File: src/hw/rtl/rrcs_pkg.sv
// Shared types, sizes and codes of the round-robin scheduler.
// Used by rrcs_cell, round_robin_cpu_scheduler_top, rrcs_checker and the testbench.
package rrcs_pkg;

  // Sizing of the process table and the burst field.
  localparam int MAX_PROCS    = 16;
  localparam int BURST_BITS   = 10;
  localparam int QUANT_W      = 10;
  localparam int CLK_W        = 14;
  localparam int BURST_IN_W   = 10;
  localparam int PROC_FIELD_W = 4;
  localparam int ADDR_W       = 3;
  localparam int DATA_W       = 32;
  localparam int PROC_W       = (MAX_PROCS > 1) ? $clog2(MAX_PROCS) : 1;
  localparam int CNT_W        = $clog2(MAX_PROCS + 1);
  localparam int RUN_W        = (BURST_BITS > QUANT_W) ? BURST_BITS : QUANT_W;
  localparam int SUM_W        = ((RUN_W > CLK_W) ? RUN_W : CLK_W) + 1;
  localparam int CMP_W        = (BURST_BITS > CLK_W) ? BURST_BITS : CLK_W;

  localparam logic [QUANT_W-1:0] QUANT_RESET = QUANT_W'(4);
  localparam logic [CLK_W-1:0]   CLOCK_MAX   = '1;

  // Register index as decoded from paddr[2].
  localparam logic REG_QUANTUM = 1'b0;

  typedef enum logic {
    OP_LOAD  = 1'b0,
    OP_SLICE = 1'b1
  } opcode_t;

  typedef enum logic [1:0] {
    ST_LOADED   = 2'd0,
    ST_RAN      = 2'd1,
    ST_REJECTED = 2'd2,
    ST_EMPTY    = 2'd3
  } status_t;

  typedef enum logic {
    S_IDLE,
    S_EXEC
  } state_t;

  // One ready-queue slot: the process and its own bookkeeping travel together.
  typedef struct packed {
    logic [PROC_W-1:0]     proc;
    logic [BURST_BITS-1:0] burst;
    logic [BURST_BITS-1:0] remaining;
  } entry_t;

  // Per-cell update controls.
  typedef struct packed {
    logic shift;
    logic load;
    logic requeue;
  } cell_ctrl_t;

  // Fit a process index into the result field (zero-extend or truncate).
  function automatic logic [PROC_FIELD_W-1:0] proc_field(input logic [PROC_W-1:0] p);
    logic [PROC_W+PROC_FIELD_W-1:0] w;
    w = {{PROC_FIELD_W{1'b0}}, p};
    return w[PROC_FIELD_W-1:0];
  endfunction

  // Keep the low BURST_BITS bits of an incoming burst value.
  function automatic logic [BURST_BITS-1:0] burst_keep(input logic [BURST_IN_W-1:0] b);
    logic [BURST_BITS+BURST_IN_W-1:0] w;
    w = {{BURST_BITS{1'b0}}, b};
    return w[BURST_BITS-1:0];
  endfunction

endpackage

File: src/hw/rtl/rrcs_cell.sv
// One slot of the ready queue chain of the round-robin scheduler.
// Depends on rrcs_pkg for the slot layout and the control struct.
module rrcs_cell (
  input  logic                clk,
  input  rrcs_pkg::cell_ctrl_t ctrl,
  input  rrcs_pkg::entry_t    next_entry,
  input  rrcs_pkg::entry_t    load_entry,
  input  rrcs_pkg::entry_t    requeue_entry,
  output rrcs_pkg::entry_t    entry
);

  rrcs_pkg::entry_t entry_r;
  rrcs_pkg::entry_t entry_nxt;

  // A new load or a requeued process lands at the tail; otherwise the queue moves toward the head.
  always_comb begin
    entry_nxt = entry_r;
    if (ctrl.load) begin
      entry_nxt = load_entry;
    end else if (ctrl.requeue) begin
      entry_nxt = requeue_entry;
    end else if (ctrl.shift) begin
      entry_nxt = next_entry;
    end
  end

  always_ff @(posedge clk) begin
    entry_r <= entry_nxt;
  end

  assign entry = entry_r;

endmodule

File: src/hw/rtl/round_robin_cpu_scheduler_top.sv
// Round-robin time-slice scheduler: each transaction is accepted in S_IDLE and
// executed in S_EXEC. The accept cycle reads the head cell of the queue chain and
// compares its remaining work against the quantum; S_EXEC writes the result
// register and, for a slice, advances the clock and shifts the chain by one cell.
// A new transaction is accepted while a result waits in the output register, but
// its S_EXEC step waits until that result has been taken. The ready queue is a
// chain of MAX_PROCS cells; cell 0 is the head and each pop moves every cell one
// step toward it. Depends on rrcs_pkg and rrcs_cell.
module round_robin_cpu_scheduler_top (
  input  logic                                clk,
  input  logic                                rst_n,
  // Input transactions.
  input  logic                                in_valid,
  output logic                                in_stall,
  input  logic                                in_opcode,
  input  logic [rrcs_pkg::BURST_IN_W-1:0]     in_burst,
  // Result transactions.
  output logic                                out_valid,
  input  logic                                out_stall,
  output logic [1:0]                          out_status,
  output logic [rrcs_pkg::PROC_FIELD_W-1:0]   out_process,
  output logic [rrcs_pkg::CLK_W-1:0]          out_end_time,
  output logic                                out_finished,
  output logic [rrcs_pkg::CLK_W-1:0]          out_waiting_time,
  // Configuration port.
  input  logic                                psel,
  input  logic                                penable,
  input  logic                                pwrite,
  input  logic [rrcs_pkg::ADDR_W-1:0]         paddr,
  input  logic [rrcs_pkg::DATA_W-1:0]         pwdata,
  output logic [rrcs_pkg::DATA_W-1:0]         prdata,
  output logic                                pready
);

  localparam int MAX_PROCS  = rrcs_pkg::MAX_PROCS;
  localparam int BURST_BITS = rrcs_pkg::BURST_BITS;
  localparam int QUANT_W    = rrcs_pkg::QUANT_W;
  localparam int CLK_W      = rrcs_pkg::CLK_W;
  localparam int PROC_W     = rrcs_pkg::PROC_W;
  localparam int CNT_W      = rrcs_pkg::CNT_W;
  localparam int RUN_W      = rrcs_pkg::RUN_W;
  localparam int SUM_W      = rrcs_pkg::SUM_W;
  localparam int CMP_W      = rrcs_pkg::CMP_W;
  localparam int DATA_W     = rrcs_pkg::DATA_W;

  // Control state.
  rrcs_pkg::state_t        state_r, state_nxt;
  logic [QUANT_W-1:0]      quantum_r;
  logic [CNT_W-1:0]        count_r, count_nxt;
  logic                    started_r, started_nxt;
  logic [CLK_W-1:0]        clock_r, clock_nxt;
  logic                    out_valid_r, out_valid_nxt;

  // Captured transaction and head precompute.
  rrcs_pkg::opcode_t       op_r;
  logic [BURST_BITS-1:0]   burst_r;
  logic                    fin_r;
  logic [RUN_W-1:0]        run_r;
  logic [BURST_BITS-1:0]   rem_left_r;

  // Result register.
  rrcs_pkg::status_t            status_r, status_nxt;
  logic [rrcs_pkg::PROC_FIELD_W-1:0] proc_r, proc_nxt;
  logic [CLK_W-1:0]             end_r, end_nxt;
  logic                         fin_out_r, fin_out_nxt;
  logic [CLK_W-1:0]             wait_r, wait_nxt;

  logic accept;
  logic exec_fire;
  logic cfg_write;
  logic load_go, shift_go, requeue_go;

  rrcs_pkg::entry_t     cell_q [MAX_PROCS];
  rrcs_pkg::cell_ctrl_t cell_ctrl [MAX_PROCS];
  rrcs_pkg::entry_t     load_entry;
  rrcs_pkg::entry_t     requeue_entry;
  rrcs_pkg::entry_t     head;

  logic [QUANT_W-1:0]   q_eff;
  logic [RUN_W-1:0]     head_rem, q_ext, head_diff;
  logic                 head_fin;
  logic [SUM_W-1:0]     clock_sum;
  logic [CLK_W-1:0]     clock_sat;
  logic [CMP_W-1:0]     clk_cmp, burst_cmp, wait_diff;
  logic [CLK_W-1:0]     wait_calc;
  logic [CNT_W-1:0]     count_m1;

  // Configuration register and read-back.
  assign cfg_write = psel && penable && pwrite;
  assign pready    = 1'b1;
  assign prdata    = (paddr[2] == rrcs_pkg::REG_QUANTUM) ? DATA_W'(quantum_r) : '0;

  always_ff @(posedge clk) begin
    if (!rst_n) begin
      quantum_r <= rrcs_pkg::QUANT_RESET;
    end else if (cfg_write && paddr[2] == rrcs_pkg::REG_QUANTUM) begin
      quantum_r <= pwdata[QUANT_W-1:0];
    end
  end

  // Next-state logic of the sequencer.
  always_comb begin
    state_nxt = state_r;
    case (state_r)
      rrcs_pkg::S_IDLE: begin
        if (in_valid) begin
          state_nxt = rrcs_pkg::S_EXEC;
        end
      end
      rrcs_pkg::S_EXEC: begin
        if (exec_fire) begin
          state_nxt = rrcs_pkg::S_IDLE;
        end
      end
      default: state_nxt = rrcs_pkg::S_IDLE;
    endcase
  end

  // Sequencer outputs.
  always_comb begin
    in_stall  = 1'b1;
    exec_fire = 1'b0;
    case (state_r)
      rrcs_pkg::S_IDLE: begin
        in_stall = 1'b0;
      end
      rrcs_pkg::S_EXEC: begin
        exec_fire = !out_valid_r || !out_stall;
      end
      default: begin
        in_stall  = 1'b1;
        exec_fire = 1'b0;
      end
    endcase
  end

  assign accept = in_valid && !in_stall;

  // Head precompute: decide whether this turn finishes the process.
  assign head      = cell_q[0];
  assign q_eff     = (quantum_r == '0) ? QUANT_W'(1) : quantum_r;
  assign head_rem  = RUN_W'(head.remaining);
  assign q_ext     = RUN_W'(q_eff);
  assign head_fin  = head_rem <= q_ext;
  assign head_diff = head_rem - q_ext;

  always_ff @(posedge clk) begin
    if (accept) begin
      op_r       <= rrcs_pkg::opcode_t'(in_opcode);
      burst_r    <= rrcs_pkg::burst_keep(in_burst);
      fin_r      <= head_fin;
      run_r      <= head_fin ? head_rem : q_ext;
      rem_left_r <= head_diff[BURST_BITS-1:0];
    end
  end

  // Clock advance with saturation, and waiting time of a finished process.
  assign clock_sum = SUM_W'(clock_r) + SUM_W'(run_r);
  assign clock_sat = (clock_sum > SUM_W'(rrcs_pkg::CLOCK_MAX)) ?
                     rrcs_pkg::CLOCK_MAX : clock_sum[CLK_W-1:0];
  assign clk_cmp   = CMP_W'(clock_sat);
  assign burst_cmp = CMP_W'(head.burst);
  assign wait_diff = clk_cmp - burst_cmp;
  assign wait_calc = (clk_cmp > burst_cmp) ? wait_diff[CLK_W-1:0] : '0;

  // Execution of the captured transaction.
  always_comb begin
    count_nxt     = count_r;
    started_nxt   = started_r;
    clock_nxt     = clock_r;
    out_valid_nxt = out_valid_r && out_stall;
    status_nxt    = status_r;
    proc_nxt      = proc_r;
    end_nxt       = end_r;
    fin_out_nxt   = fin_out_r;
    wait_nxt      = wait_r;
    load_go       = 1'b0;
    shift_go      = 1'b0;
    requeue_go    = 1'b0;
    if (exec_fire) begin
      out_valid_nxt = 1'b1;
      proc_nxt      = '0;
      end_nxt       = '0;
      fin_out_nxt   = 1'b0;
      wait_nxt      = '0;
      if (op_r == rrcs_pkg::OP_LOAD) begin
        if (started_r || count_r >= CNT_W'(MAX_PROCS)) begin
          status_nxt = rrcs_pkg::ST_REJECTED;
        end else begin
          load_go    = 1'b1;
          count_nxt  = count_r + CNT_W'(1);
          status_nxt = rrcs_pkg::ST_LOADED;
          proc_nxt   = rrcs_pkg::proc_field(count_r[PROC_W-1:0]);
        end
      end else begin
        started_nxt = 1'b1;
        if (count_r == '0) begin
          status_nxt = rrcs_pkg::ST_EMPTY;
          end_nxt    = clock_r;
        end else begin
          shift_go    = 1'b1;
          clock_nxt   = clock_sat;
          status_nxt  = rrcs_pkg::ST_RAN;
          proc_nxt    = rrcs_pkg::proc_field(head.proc);
          end_nxt     = clock_sat;
          fin_out_nxt = fin_r;
          if (fin_r) begin
            count_nxt = count_r - CNT_W'(1);
            wait_nxt  = wait_calc;
          end else begin
            requeue_go = 1'b1;
          end
        end
      end
    end
  end

  // Control registers.
  always_ff @(posedge clk) begin
    if (!rst_n) begin
      state_r     <= rrcs_pkg::S_IDLE;
      count_r     <= '0;
      started_r   <= 1'b0;
      clock_r     <= '0;
      out_valid_r <= 1'b0;
    end else begin
      state_r     <= state_nxt;
      count_r     <= count_nxt;
      started_r   <= started_nxt;
      clock_r     <= clock_nxt;
      out_valid_r <= out_valid_nxt;
    end
  end

  // Result payload.
  always_ff @(posedge clk) begin
    status_r  <= status_nxt;
    proc_r    <= proc_nxt;
    end_r     <= end_nxt;
    fin_out_r <= fin_out_nxt;
    wait_r    <= wait_nxt;
  end

  assign out_valid        = out_valid_r;
  assign out_status       = status_r;
  assign out_process      = proc_r;
  assign out_end_time     = end_r;
  assign out_finished     = fin_out_r;
  assign out_waiting_time = wait_r;

  // Entries written at the tail of the queue.
  assign load_entry.proc          = count_r[PROC_W-1:0];
  assign load_entry.burst         = burst_r;
  assign load_entry.remaining     = burst_r;
  assign requeue_entry.proc       = head.proc;
  assign requeue_entry.burst      = head.burst;
  assign requeue_entry.remaining  = rem_left_r;
  assign count_m1                 = count_r - CNT_W'(1);

  // Queue chain: cell i takes cell i+1 on a pop; the tail cell takes new entries.
  for (genvar gi = 0; gi < MAX_PROCS; gi++) begin : g_cell
    rrcs_pkg::entry_t nbr;
    if (gi == MAX_PROCS - 1) begin : g_last
      assign nbr = cell_q[gi];
    end else begin : g_mid
      assign nbr = cell_q[gi+1];
    end

    assign cell_ctrl[gi].shift   = shift_go;
    assign cell_ctrl[gi].load    = load_go && (count_r == CNT_W'(gi));
    assign cell_ctrl[gi].requeue = requeue_go && (count_m1 == CNT_W'(gi));

    rrcs_cell u_cell (
      .clk           (clk),
      .ctrl          (cell_ctrl[gi]),
      .next_entry    (nbr),
      .load_entry    (load_entry),
      .requeue_entry (requeue_entry),
      .entry         (cell_q[gi])
    );
  end

endmodule

File: config.mk
export PLATFORM = sky130hd
export DESIGN_NAME = round_robin_cpu_scheduler_top
export DESIGN_NICKNAME = d
export VERILOG_FILES = /design/src/hw/rtl/rrcs_pkg.sv /design/src/hw/rtl/rrcs_cell.sv /design/src/hw/rtl/round_robin_cpu_scheduler_top.sv
export SDC_FILE = /design/constraint.sdc
export NUM_CORES = 1
export LEC_CHECK = 0
export BUFFER_PORTS_ARGS = -buffer_cell sky130_fd_sc_hd__buf_2
export CORE_ASPECT_RATIO = 0.7
export CORE_MARGIN = 5
export CORE_UTILIZATION = 42
export CTS_CLUSTER_DIAMETER = 100
export DETAILED_ROUTE_END_ITERATION = 7
export PLACE_DENSITY = 0.66
export SYNTH_ARGS = -nofsm -noshare
export SYNTH_HDL_FRONTEND = slang
export SYNTH_SLANG_ARGS = --single-unit
File: constraint.sdc
create_clock -name clk -period 7.1 [get_ports clk]
set_input_delay 1.42 -clock clk [delete_from_list [all_inputs] [get_ports clk]]
set_output_delay 1.42 -clock clk [all_outputs]
set_load 0.01 [all_outputs]
# Word level (Yosys, flattened, before mapping)
# Cells that the tools add are included.
dict set report op_classes {
  muxes 78
  bitwise 5
  n_eq_ne 34
  n_addsub 5
  order_cmp 4
  n_reduce_logical 66
}
# cell count
set op_table {}
lappend op_table {{24-bit 2-to-1 mux} 47}
lappend op_table {{5-bit by 4-bit == test with 1-bit output (second input constant)} 16}
lappend op_table {{3-bit nonzero test} 15}
lappend op_table {{5-bit by 3-bit == test with 1-bit output (second input constant)} 8}
lappend op_table {{1-bit logical AND} 37}
lappend op_table {{10-bit 2-to-1 mux} 3}
lappend op_table {{14-bit 2-to-1 mux} 2}
lappend op_table {{5-bit by 2-bit == test with 1-bit output (second input constant)} 4}
lappend op_table {{5-bit 2-to-1 mux} 4}
lappend op_table {{14-bit by 10-bit adder with 15-bit output} 1}
lappend op_table {{15-bit by 14-bit > comparator with 1-bit output (second input constant)} 1}
lappend op_table {{1-bit 2-to-1 mux} 15}
lappend op_table {{14-bit by 10-bit > comparator with 1-bit output} 1}
lappend op_table {{14-bit by 10-bit subtractor with 14-bit output} 1}
lappend op_table {{4-bit 2-to-1 mux} 3}
lappend op_table {{5-bit by 1-bit == test with 1-bit output (second input constant)} 2}
lappend op_table {{10-bit less-or-equal comparator} 1}
lappend op_table {{10-bit logical NOT} 1}
lappend op_table {{5-bit logical NOT} 2}
lappend op_table {{10-bit subtractor} 1}
lappend op_table {{2-bit 2-to-1 mux} 3}
lappend op_table {{5-bit by 1-bit adder with 5-bit output (second input constant)} 1}
lappend op_table {{5-bit greater-or-equal comparator (second input constant)} 1}
lappend op_table {{1-bit inverter} 5}
lappend op_table {{11 further kinds} 17}
dict set report word_totals {
  out_inout_bits 70
  wordCells 256
  ff_bits 483
  in_bits 53
}

# Longest topological paths before layout
# Gate-level depths: netlist (run 1).
dict set report depth {
  depth_word 8
  ltp_mapped 18
}

# Cells and area by module
# From an unflattened synthesis (run 1), not the netlist that was laid out.
dict set report hier_totals {
  cells_unflattened 2307
  hier_area_um2 26037.5
}
# module n_inst cells_per_inst seq_area_each_um2 area_per_inst_um2
set by_module_without_submodules {}
lappend by_module_without_submodules {rrcs_cell 16 105 720.7 1252.5}
lappend by_module_without_submodules {round_robin_cpu_scheduler_top 1 627 2652.5 5998.3}

# Worst setup path before layout (run 1)
# No wires, ideal clock.
dict set report synth_timing {
  kind {input to register}
  startpoint {input port out_stall}
  endpoint {register g_cell[15].u_cell.entry_r, in the netlist g_cell[15].u_cell.entry[0] (enable)}
  n_path_buf 0
  arrival_ns 5.124
  slack_ns 1.538
  setup_time_ns 0.438
  required_ns 6.662
  stages 5
  cell_sequence {a21boi_2 -> nand2_1 -> nor2_4 -> nand3_1 -> o21ai_0}
}
dict set report synth_via {
  elab_chain_cells 6
}
# item line
set synth_lines {}
lappend synth_lines {{start, declared} round_robin_cpu_scheduler_top.sv:19} ;# input logic out_stall,
lappend synth_lines {{1-bit logical NOT (*)} round_robin_cpu_scheduler_top.sv:128} ;# exec_fire = !out_valid_r || !out_stall;
lappend synth_lines {{1-bit logical OR (*)} round_robin_cpu_scheduler_top.sv:128}
lappend synth_lines {{1-bit 2-to-1 mux (*)} round_robin_cpu_scheduler_top.sv:123} ;# case (state_r)
lappend synth_lines {{1-bit 2-to-1 mux} round_robin_cpu_scheduler_top.sv:180} ;# if (exec_fire) begin
lappend synth_lines {{1-bit logical AND, on equally long branches} {round_robin_cpu_scheduler_top.sv:271, round_robin_cpu_scheduler_top.sv:270}}
lappend synth_lines {{2-bit nonzero test (no source line) (*)} -}
lappend synth_lines {{end signal, assigned} rrcs_cell.sv:28} ;# entry_r <= entry_nxt;
lappend synth_lines {{end, declared} rrcs_cell.sv:12} ;# rrcs_pkg::entry_t entry_r;
# Mark *: on every way between the ends. The rest lies on a longest branch, timed or not.
# A chain may end at the register's enable or synchronous reset.

# Worst setup path in the final report (run 1)
dict set report layout_timing {
  startpoint {register run_r[0]}
  endpoint {register wait_r[5] (netlist: out_waiting_time[5]), data pin}
}
dict set report layout_via {
  elab_chain_cells 6
}
# item line
set layout_lines {}
lappend layout_lines {{start, declared} round_robin_cpu_scheduler_top.sv:58} ;# logic [RUN_W-1:0] run_r;
lappend layout_lines {{start signal, assigned} round_robin_cpu_scheduler_top.sv:152} ;# run_r <= head_fin ? head_rem : q_ext;
lappend layout_lines {{14-bit by 10-bit adder with 15-bit output (*)} round_robin_cpu_scheduler_top.sv:158} ;# assign clock_sum = SUM_W'(clock_r) + SUM_W'(run_r);
lappend layout_lines {{15-bit by 14-bit > comparator with 1-bit output} round_robin_cpu_scheduler_top.sv:159} ;# assign clock_sat = (clock_sum > SUM_W'(rrcs_pkg::CLOCK_MAX)) ?
lappend layout_lines {{14-bit 2-to-1 mux (*)} round_robin_cpu_scheduler_top.sv:159}
lappend layout_lines {{14-bit by 10-bit > comparator with 1-bit output} round_robin_cpu_scheduler_top.sv:164} ;# assign wait_calc = (clk_cmp > burst_cmp) ? wait_diff[CLK_W-1:0] : '0;
lappend layout_lines {{1-bit inverter (no source line)} -}
lappend layout_lines {{4-bit OR reduction (no source line)} -}
lappend layout_lines {{end signal, assigned} round_robin_cpu_scheduler_top.sv:241} ;# wait_r <= wait_nxt;
lappend layout_lines {{end, declared} round_robin_cpu_scheduler_top.sv:66} ;# logic [CLK_W-1:0] wait_r, wait_nxt;
# Marked as above.

==> out/metrics.cfg, run 1 <==
[outcome]
status = finished clean

[setup_path]
cp_common_cell = a21oi_1
critical-path-top-delay-family = compound AO/OA/AOI/OAI gates
critPathRequiredTime_ps = 7380
cp-start-kind = flip-flop
cpMaxStageDelayCell = o31ai_4
cp_max_fo = 14
critPathBufInv = 1
crit_type = flip-flop to flip-flop
end_kind = flip-flop
path_cells = ha_1 > fa_1 > a21oi_1 > nor3b_2 > o31a_1 > o21a_1 > or3_1 > a21oi_1 > inv_1 > ha_1 > a21o_1 > a2111oi_0 > a21oi_1 > o31ai_1 > o21ai_1 > o31ai_4 > nor2_1
critical_path_arrival_ps = 5450
cpPeakStageDelay_ps = 650

[flow_run]
cap_violations = 0

[yosys]
yosys_warnings = 0
synth_cells = 2603
synth_area_leaders = edfxtp_1 55%, nand2_1 13%, a31oi_1 7.8%, nor2_1 3.7%, dfxtp_1 2.6%
yosysTopAreaCell = edfxtp_1
synth_edf_count = 451
yosysUniqueCellTypes = 74
ys.flop_type = edfxtp_1
netlist.area_leader.share_pct = 54.84
synth_area_sq_mm = 0.02469
ys_async_sr_fraction_pct = 0
avgSynthCellArea_sq_um = 9.487
ys_seq_elements = 483
ys_seq_area_share_pct = 57.44

[drt]
dr.first_iter.drc_count = 2217
via_count = 19434
avgViaCountPerCell = 5.834
firstDrtPassIters = 6
routed_wirelength_microns = 65320
drc = 0
wl_per_cell_microns = 19.61
ant_nets = 0

[pwr]
power.density_mw_per_mm2 = 235.2
peakVddDrop_uv = 151.5
p_leak_nw = 10.18

[global_route]
grt_max_degree = 44
grt_pass1_vias = 18288
antenna_found_initial = 0
grt_pass1_wl_microns = 101700
grtUsageTotal_pct = 19.86
globalRouteOverflowTotal = 0

[min_path]
worstHoldPathType = flip-flop to flip-flop

[floorplan]
pin_count = 123
die_w_microns = 299.8
rows = 74
start_util_pct = 42.40
dieArea_sq_mm = 0.06382
fp.dieH_microns = 212.9
coreArea_sq_mm = 0.05824

[timing]
rsz0062_at_grt = false
drv_slew = 0
finalWorstSetupSlack_ps = 1934
skew_ps = 12.76
post-route-min-period_ps = 5166
hold_viol = 0
worst_slew_pin_slew_ps = 1339
slew_headroom_pct = 10.05
hold-worst-slack_ps = 495.0
fmax_ghz = 0.1936
finalCritPeriodShare_pct = 72.76
setup_viol = 0
fin_setup_tns_ps = 0

[finish]
fin_util_pct = 46.05
syn2layout_area_growth_pct = 8.608
nets = 2632
mostFrequentLayoutCells = 830 x nand2_1, 451 x edfxtp_1, 308 x a31oi_1
fill_cells = 5284
diodes = 0
multi_input_area_sq_mm = 0.009403
final_common_cell = nand2_1
layout.area.seq_sq_mm = 0.01418
drive_above_1_share_pct = 7.974

[clock_tree]
ctsHoldBuffers = 0
post_cts_buffers = 0
clock-sinks = 483
ctsLongestPathBuffers = 3
cts_tree = built
insertion_delay_ps = 560
cts_max_level = 2
cts_buffers = 45
root_buffer = clkbuf_16
clkTransAtPathRegs_ps = 70
cts_resized = 0

[place]
port_buffers = 75
gp_congestion = 0.9192
dp_hpwl_microns = 45550
pre_cts_ws_ps = 2008

## kinds of logic after synthesis
group                      Yosys count  share of synthesized area [%]
AOI/OAI and AO/OA                  507                          13.26
muxes                               18                         0.7397
buffers and inverters              283                          4.874
other                                2                        0.03041
and+or+nand+nor                   1248                          20.76
adders and majority gates           40                          2.118
DFF                                483                          57.44
xor gates and xnor gates            22                         0.7803
## worst min-delay path, stage by stage (launching register included)
cell and delay, ps:
dfxtp_1 320, nand2_1 50, a21boi_0 70
## through the flow
stage / instances / cell area (sq um) / power, mW
after CTS: 3331 / 26820 / 6.329
after floorplan: 2624 / 24770 / 3.659
after global routing: 3331 / 26820 / 6.511
after detailed placement: 3252 / 25320 / 3.846
after global placement: 3252 / 25320 / 3.835
final: 3331 / 26820 / 6.309
## registers in the layout, summed over array words and instances, names as in the netlist, 4 cells and up
register	cells
out_waiting_time	14
count_r	5
rem_left_r	10
out_end_time	14
clock_r	14
out_process	4
burst_r	10
run_r	10
g_cell.u_cell.entry	384
quantum_r	10
## final cells by class
class / instances / area share (%)
clock inverters: 28 / 1.148
flip-flops and latches: 483 / 52.88
clock buffers: 51 / 4.441
inverters: 43 / 0.6018
well taps: 760 / 3.545
repair buffers: 108 / 2.323
multi-input cells: 1858 / 35.06
## where the power goes
| group | internal, mW | leakage, nW | switching (mW) |
|---|---|---|---|
| registers | 3.20 | 4.37 | 0.136 |
| clock network | 1.43 | 0.727 | 1.08 |
| logic | 0.156 | 5.08 | 0.307 |
## Yosys cell counts, types with 4 or more instances
master,instances
nor2b_1,19
o21ai_1,19
buf_4,24
nand2b_1,7
o21ai_0,37
o21a_1,9
o2111ai_1,12
clkbuf_1,158
dfxtp_1,32
o31a_1,4
a21oi_1,46
o211a_1,9
xnor2_1,15
nor2_1,244
xor2_1,7
buf_1,17
or2_1,16
nand2_1,830
a21o_1,4
or4_1,4
a211oi_1,11
nor3_1,10
and3_1,9
buf_2,41
a21boi_0,21
inv_1,43
nand3_1,66
nor4_1,4
a31oi_1,308
or4b_1,5
edfxtp_1,451
and2_1,8
mux2i_1,16
ha_1,37
## routing by layer
layer	routed length, microns	up-vias	track usage, %
li1	-	9022	-
met4	1078	0	4.067
met3	5938	91	3.802
met2	28220	803	29.90
met1	30080	9518	30.21
met5	0	-	0
## path summary, 6_finish.rpt
path | start | to | slack [ps] | cells after the start
min reg2reg | quantum_r[0] | quantum_r[0] | 500 | 2
max reg2reg | run_r[0] | out_waiting_time[5] | 1930 | 17
min | quantum_r[0] | quantum_r[0] | 500 | 2
max | run_r[0] | out_waiting_time[5] | 1930 | 17
No activity file was read; power rests on OpenSTA's default activity.
==> inputs of run 2 (changes only) <==
clock period = 4.8 ns   (was 7.1 ns; I/O delays follow)
==> run 2 against run 1 <==
Against the previous run: sequential share of layout area rose by 0.054 points; wire length grew 2.4%; die area stayed put; global-route usage is 0.44 points higher; cell count is 0.60% higher; fmax increased by 13%; sequential power increased by 48%; clock power is 33% higher; power up 42%; combinational power is 54% higher; clock skew rose by 4.1 ps.
==> out/metrics.cfg, run 2 (synthesized netlist as in run 1, its figures left out) <==
[outcome]
status = finished clean

[finish]
final_common_cell = nand2_1
drive_above_1_share_pct = 8.337  ; +0.36 points
syn2layout_area_growth_pct = 8.497
fin_util_pct = 46.01  ; -0.047 points
nets = 2653  ; +0.80%
largest_reg_flops = 384  ; unchanged
fill_cells = 5367  ; +1.6%
mostFrequentLayoutCells = 830 x nand2_1, 451 x edfxtp_1, 308 x a31oi_1
diodes = 0  ; unchanged
final_cell_area_sq_mm = 0.02679  ; -0.10%

[global_route]
globalRouteOverflowTotal = 0  ; unchanged
antenna_found_initial = 2  ; +2
grtUsageTotal_pct = 20.30  ; +0.44 points
grt_max_degree = 38  ; -14%
grt_pass1_vias = 18294  ; +0.033%
grt_pass1_wl_microns = 102900  ; +1.2%

[clock_tree]
clkTransAtPathRegs_ps = 70  ; about the same
ctsHoldBuffers = 0  ; unchanged
clock-sinks = 483  ; unchanged
cts_max_level = 2  ; unchanged
ctsLongestPathBuffers = 3  ; unchanged
cts_tree = built
insertion_delay_ps = 560  ; about the same
cts_buffers = 45  ; unchanged
root_buffer = clkbuf_16

[pwr]
power.density_mw_per_mm2 = 334.9  ; +42%
netSwitchingFraction_pct = 24.64  ; +0.44 points
seq_power_share_pct = 54.9  ; +2.0 points
p_leak_nw = 10.20  ; +0.13%
p_clk_share_pct = 37.1  ; -2.7 points
p_int_mw = 6.761  ; +41%
combPwrFrac_pct = 8.0  ; +0.7 points
switchingPower_mw = 2.211  ; +45%
peakVddDrop_uv = 260.6  ; +72%

[drt]
ant_nets = 0  ; unchanged
firstDrtPassIters = 6  ; unchanged
dr.first_iter.drc_count = 2318  ; +4.6%
wl_per_cell_microns = 19.96  ; +1.8%
avgViaCountPerCell = 5.825  ; -0.17%
routed_wirelength_microns = 66880  ; +2.4%
via_count = 19518  ; +0.43%
drc = 0  ; unchanged

[setup_path]
critPathRequiredTime_ps = 5100  ; -2280 ps
crit_type = flip-flop to flip-flop
reg2reg_slack_ps = 230  ; -1700 ps
cp_max_fo = 10  ; -4
rr_worst_depth = 18  ; +1
end_kind = flip-flop
cp-start-kind = flip-flop
worstReg2RegEnd = out_waiting_time[5]
worstReg2RegStart = run_r[0]
critical_path_arrival_ps = 4870  ; -580 ps

[timing]
skew_ps = 16.88  ; +4.114 ps
hold_viol = 0  ; unchanged
fmax_ghz = 0.2190  ; +13%
slew_headroom_pct = 10.06  ; about the same
finalCritPeriodShare_pct = 95.13  ; +22 points
post-route-min-period_ps = 4566  ; -599.9 ps
hold-worst-slack_ps = 494.6  ; -0.4250 ps
setup_viol = 0  ; unchanged
finalWorstSetupSlack_ps = 233.9  ; -1700 ps
worst_slew_pin_slew_ps = 1339  ; -0.1261 ps
drv_slew = 0  ; unchanged

[floorplan]
dieArea_sq_mm = 0.06382  ; unchanged
fp.dieH_microns = 212.9  ; unchanged
rows = 74  ; unchanged
pin_count = 123  ; unchanged
die_w_microns = 299.8  ; unchanged
start_util_pct = 42.40  ; unchanged
coreArea_sq_mm = 0.05824  ; unchanged

[min_path]
hold_path_depth = 2  ; unchanged
whs_endpoint = quantum_r[0]
hp-start = quantum_r[0]
worstHoldPathType = flip-flop to flip-flop

[place]
pre_cts_ws_ps = 159.4  ; -1848 ps
place_area_sq_mm = 0.02547  ; +0.60%
gp_congestion = 0.9320  ; +1.4%
dp_hpwl_microns = 47160  ; +3.5%
port_buffers = 75  ; unchanged

[flow_run]
cap_violations = 0  ; unchanged

run 2: changes by cell type in the layout (fill, tap and decap cells not counted), moves of 2 or more:
| cell | change |
|---|---|
| buf_4 | +21 |
| bufinv_16 | -5 |
| clkbuf_1 | +7 |
| clkbuf_16 | -2 |
| clkinv_1 | +4 |
| clkinv_4 | -2 |
| clkinvlp_4 | -3 |
| inv_6 | -2 |
run 2: cell type report:
cell class	count	area, sq um	share of cell area (%)
Clock buffer	57	1181	4.408
Sequential cell	483	14180	52.94
Multi-Input combinational cell	1858	9415	35.14
Inverter	43	161.4	0.6024
Clock inverter	21	120.1	0.4483
Tap cell	760	950.9	3.549
Timing Repair Buffer	129	780.7	2.914
run 2: worst max-delay path, stage by stage (launching register included):
cell and delay [ps]:
edfxtp_1 370, ha_1 230, fa_1 430, a21oi_2 220
nor3b_2 120, o31a_1 310, o21a_1 180, or3_1 300
a21oi_1 230, inv_1 70, ha_1 300, a21o_1 200
a2111oi_1 420, a21oi_1 170, o31ai_1 90, o21ai_1 130
o31ai_4 270, buf_4 210, nor2_1 60
run 2: stage by stage:
step                      cells  total power, mW  TNS [ps]
after floorplan            2624            5.413         0
after global placement     3272            5.682         0
after detailed placement   3272            5.705         0
after CTS                  3350            8.987         0
after global routing       3351            9.274    -4.854
final                      3351            8.972         0
run 2: per-layer routing:
metal	GRT usage, %	up-vias	routed length (microns)
li1	-	9064	-
met1	30.01	9372	29800
met2	30.25	963	28630
met3	5.021	119	7114
met4	5.075	0	1326
met5	0	-	0
run 2: what timing repair did:
item                                    CTS  global route
endpoints found under the setup margin    0            14
resized for setup                         0             4
setup buffers                             0             1
run 2: worst max path at each step:
stage          startpoint                          to  cells past startpoint
2_1_floorplan   out_stall  g_cell[15].u_cell.entry[0]                      5
3_3_place_gp     run_r[0]         out_waiting_time[2]                     18
3_5_place_dp     run_r[0]         out_waiting_time[5]                     18
4_1_cts          run_r[0]         out_waiting_time[5]                     18
5_1_grt          run_r[0]         out_waiting_time[5]                     18
6_report         run_r[0]         out_waiting_time[5]                     18
run 2: power groups by stage:
stage               logic, mW  registers, mW  clock network [mW]
floorplan               0.545           4.87                   0
global placement        0.674           5.01                   0
detailed placement      0.696           5.01                   0
CTS                     0.700           4.92                3.37
global route            0.786           4.93                3.55
finish                  0.715           4.93                3.33
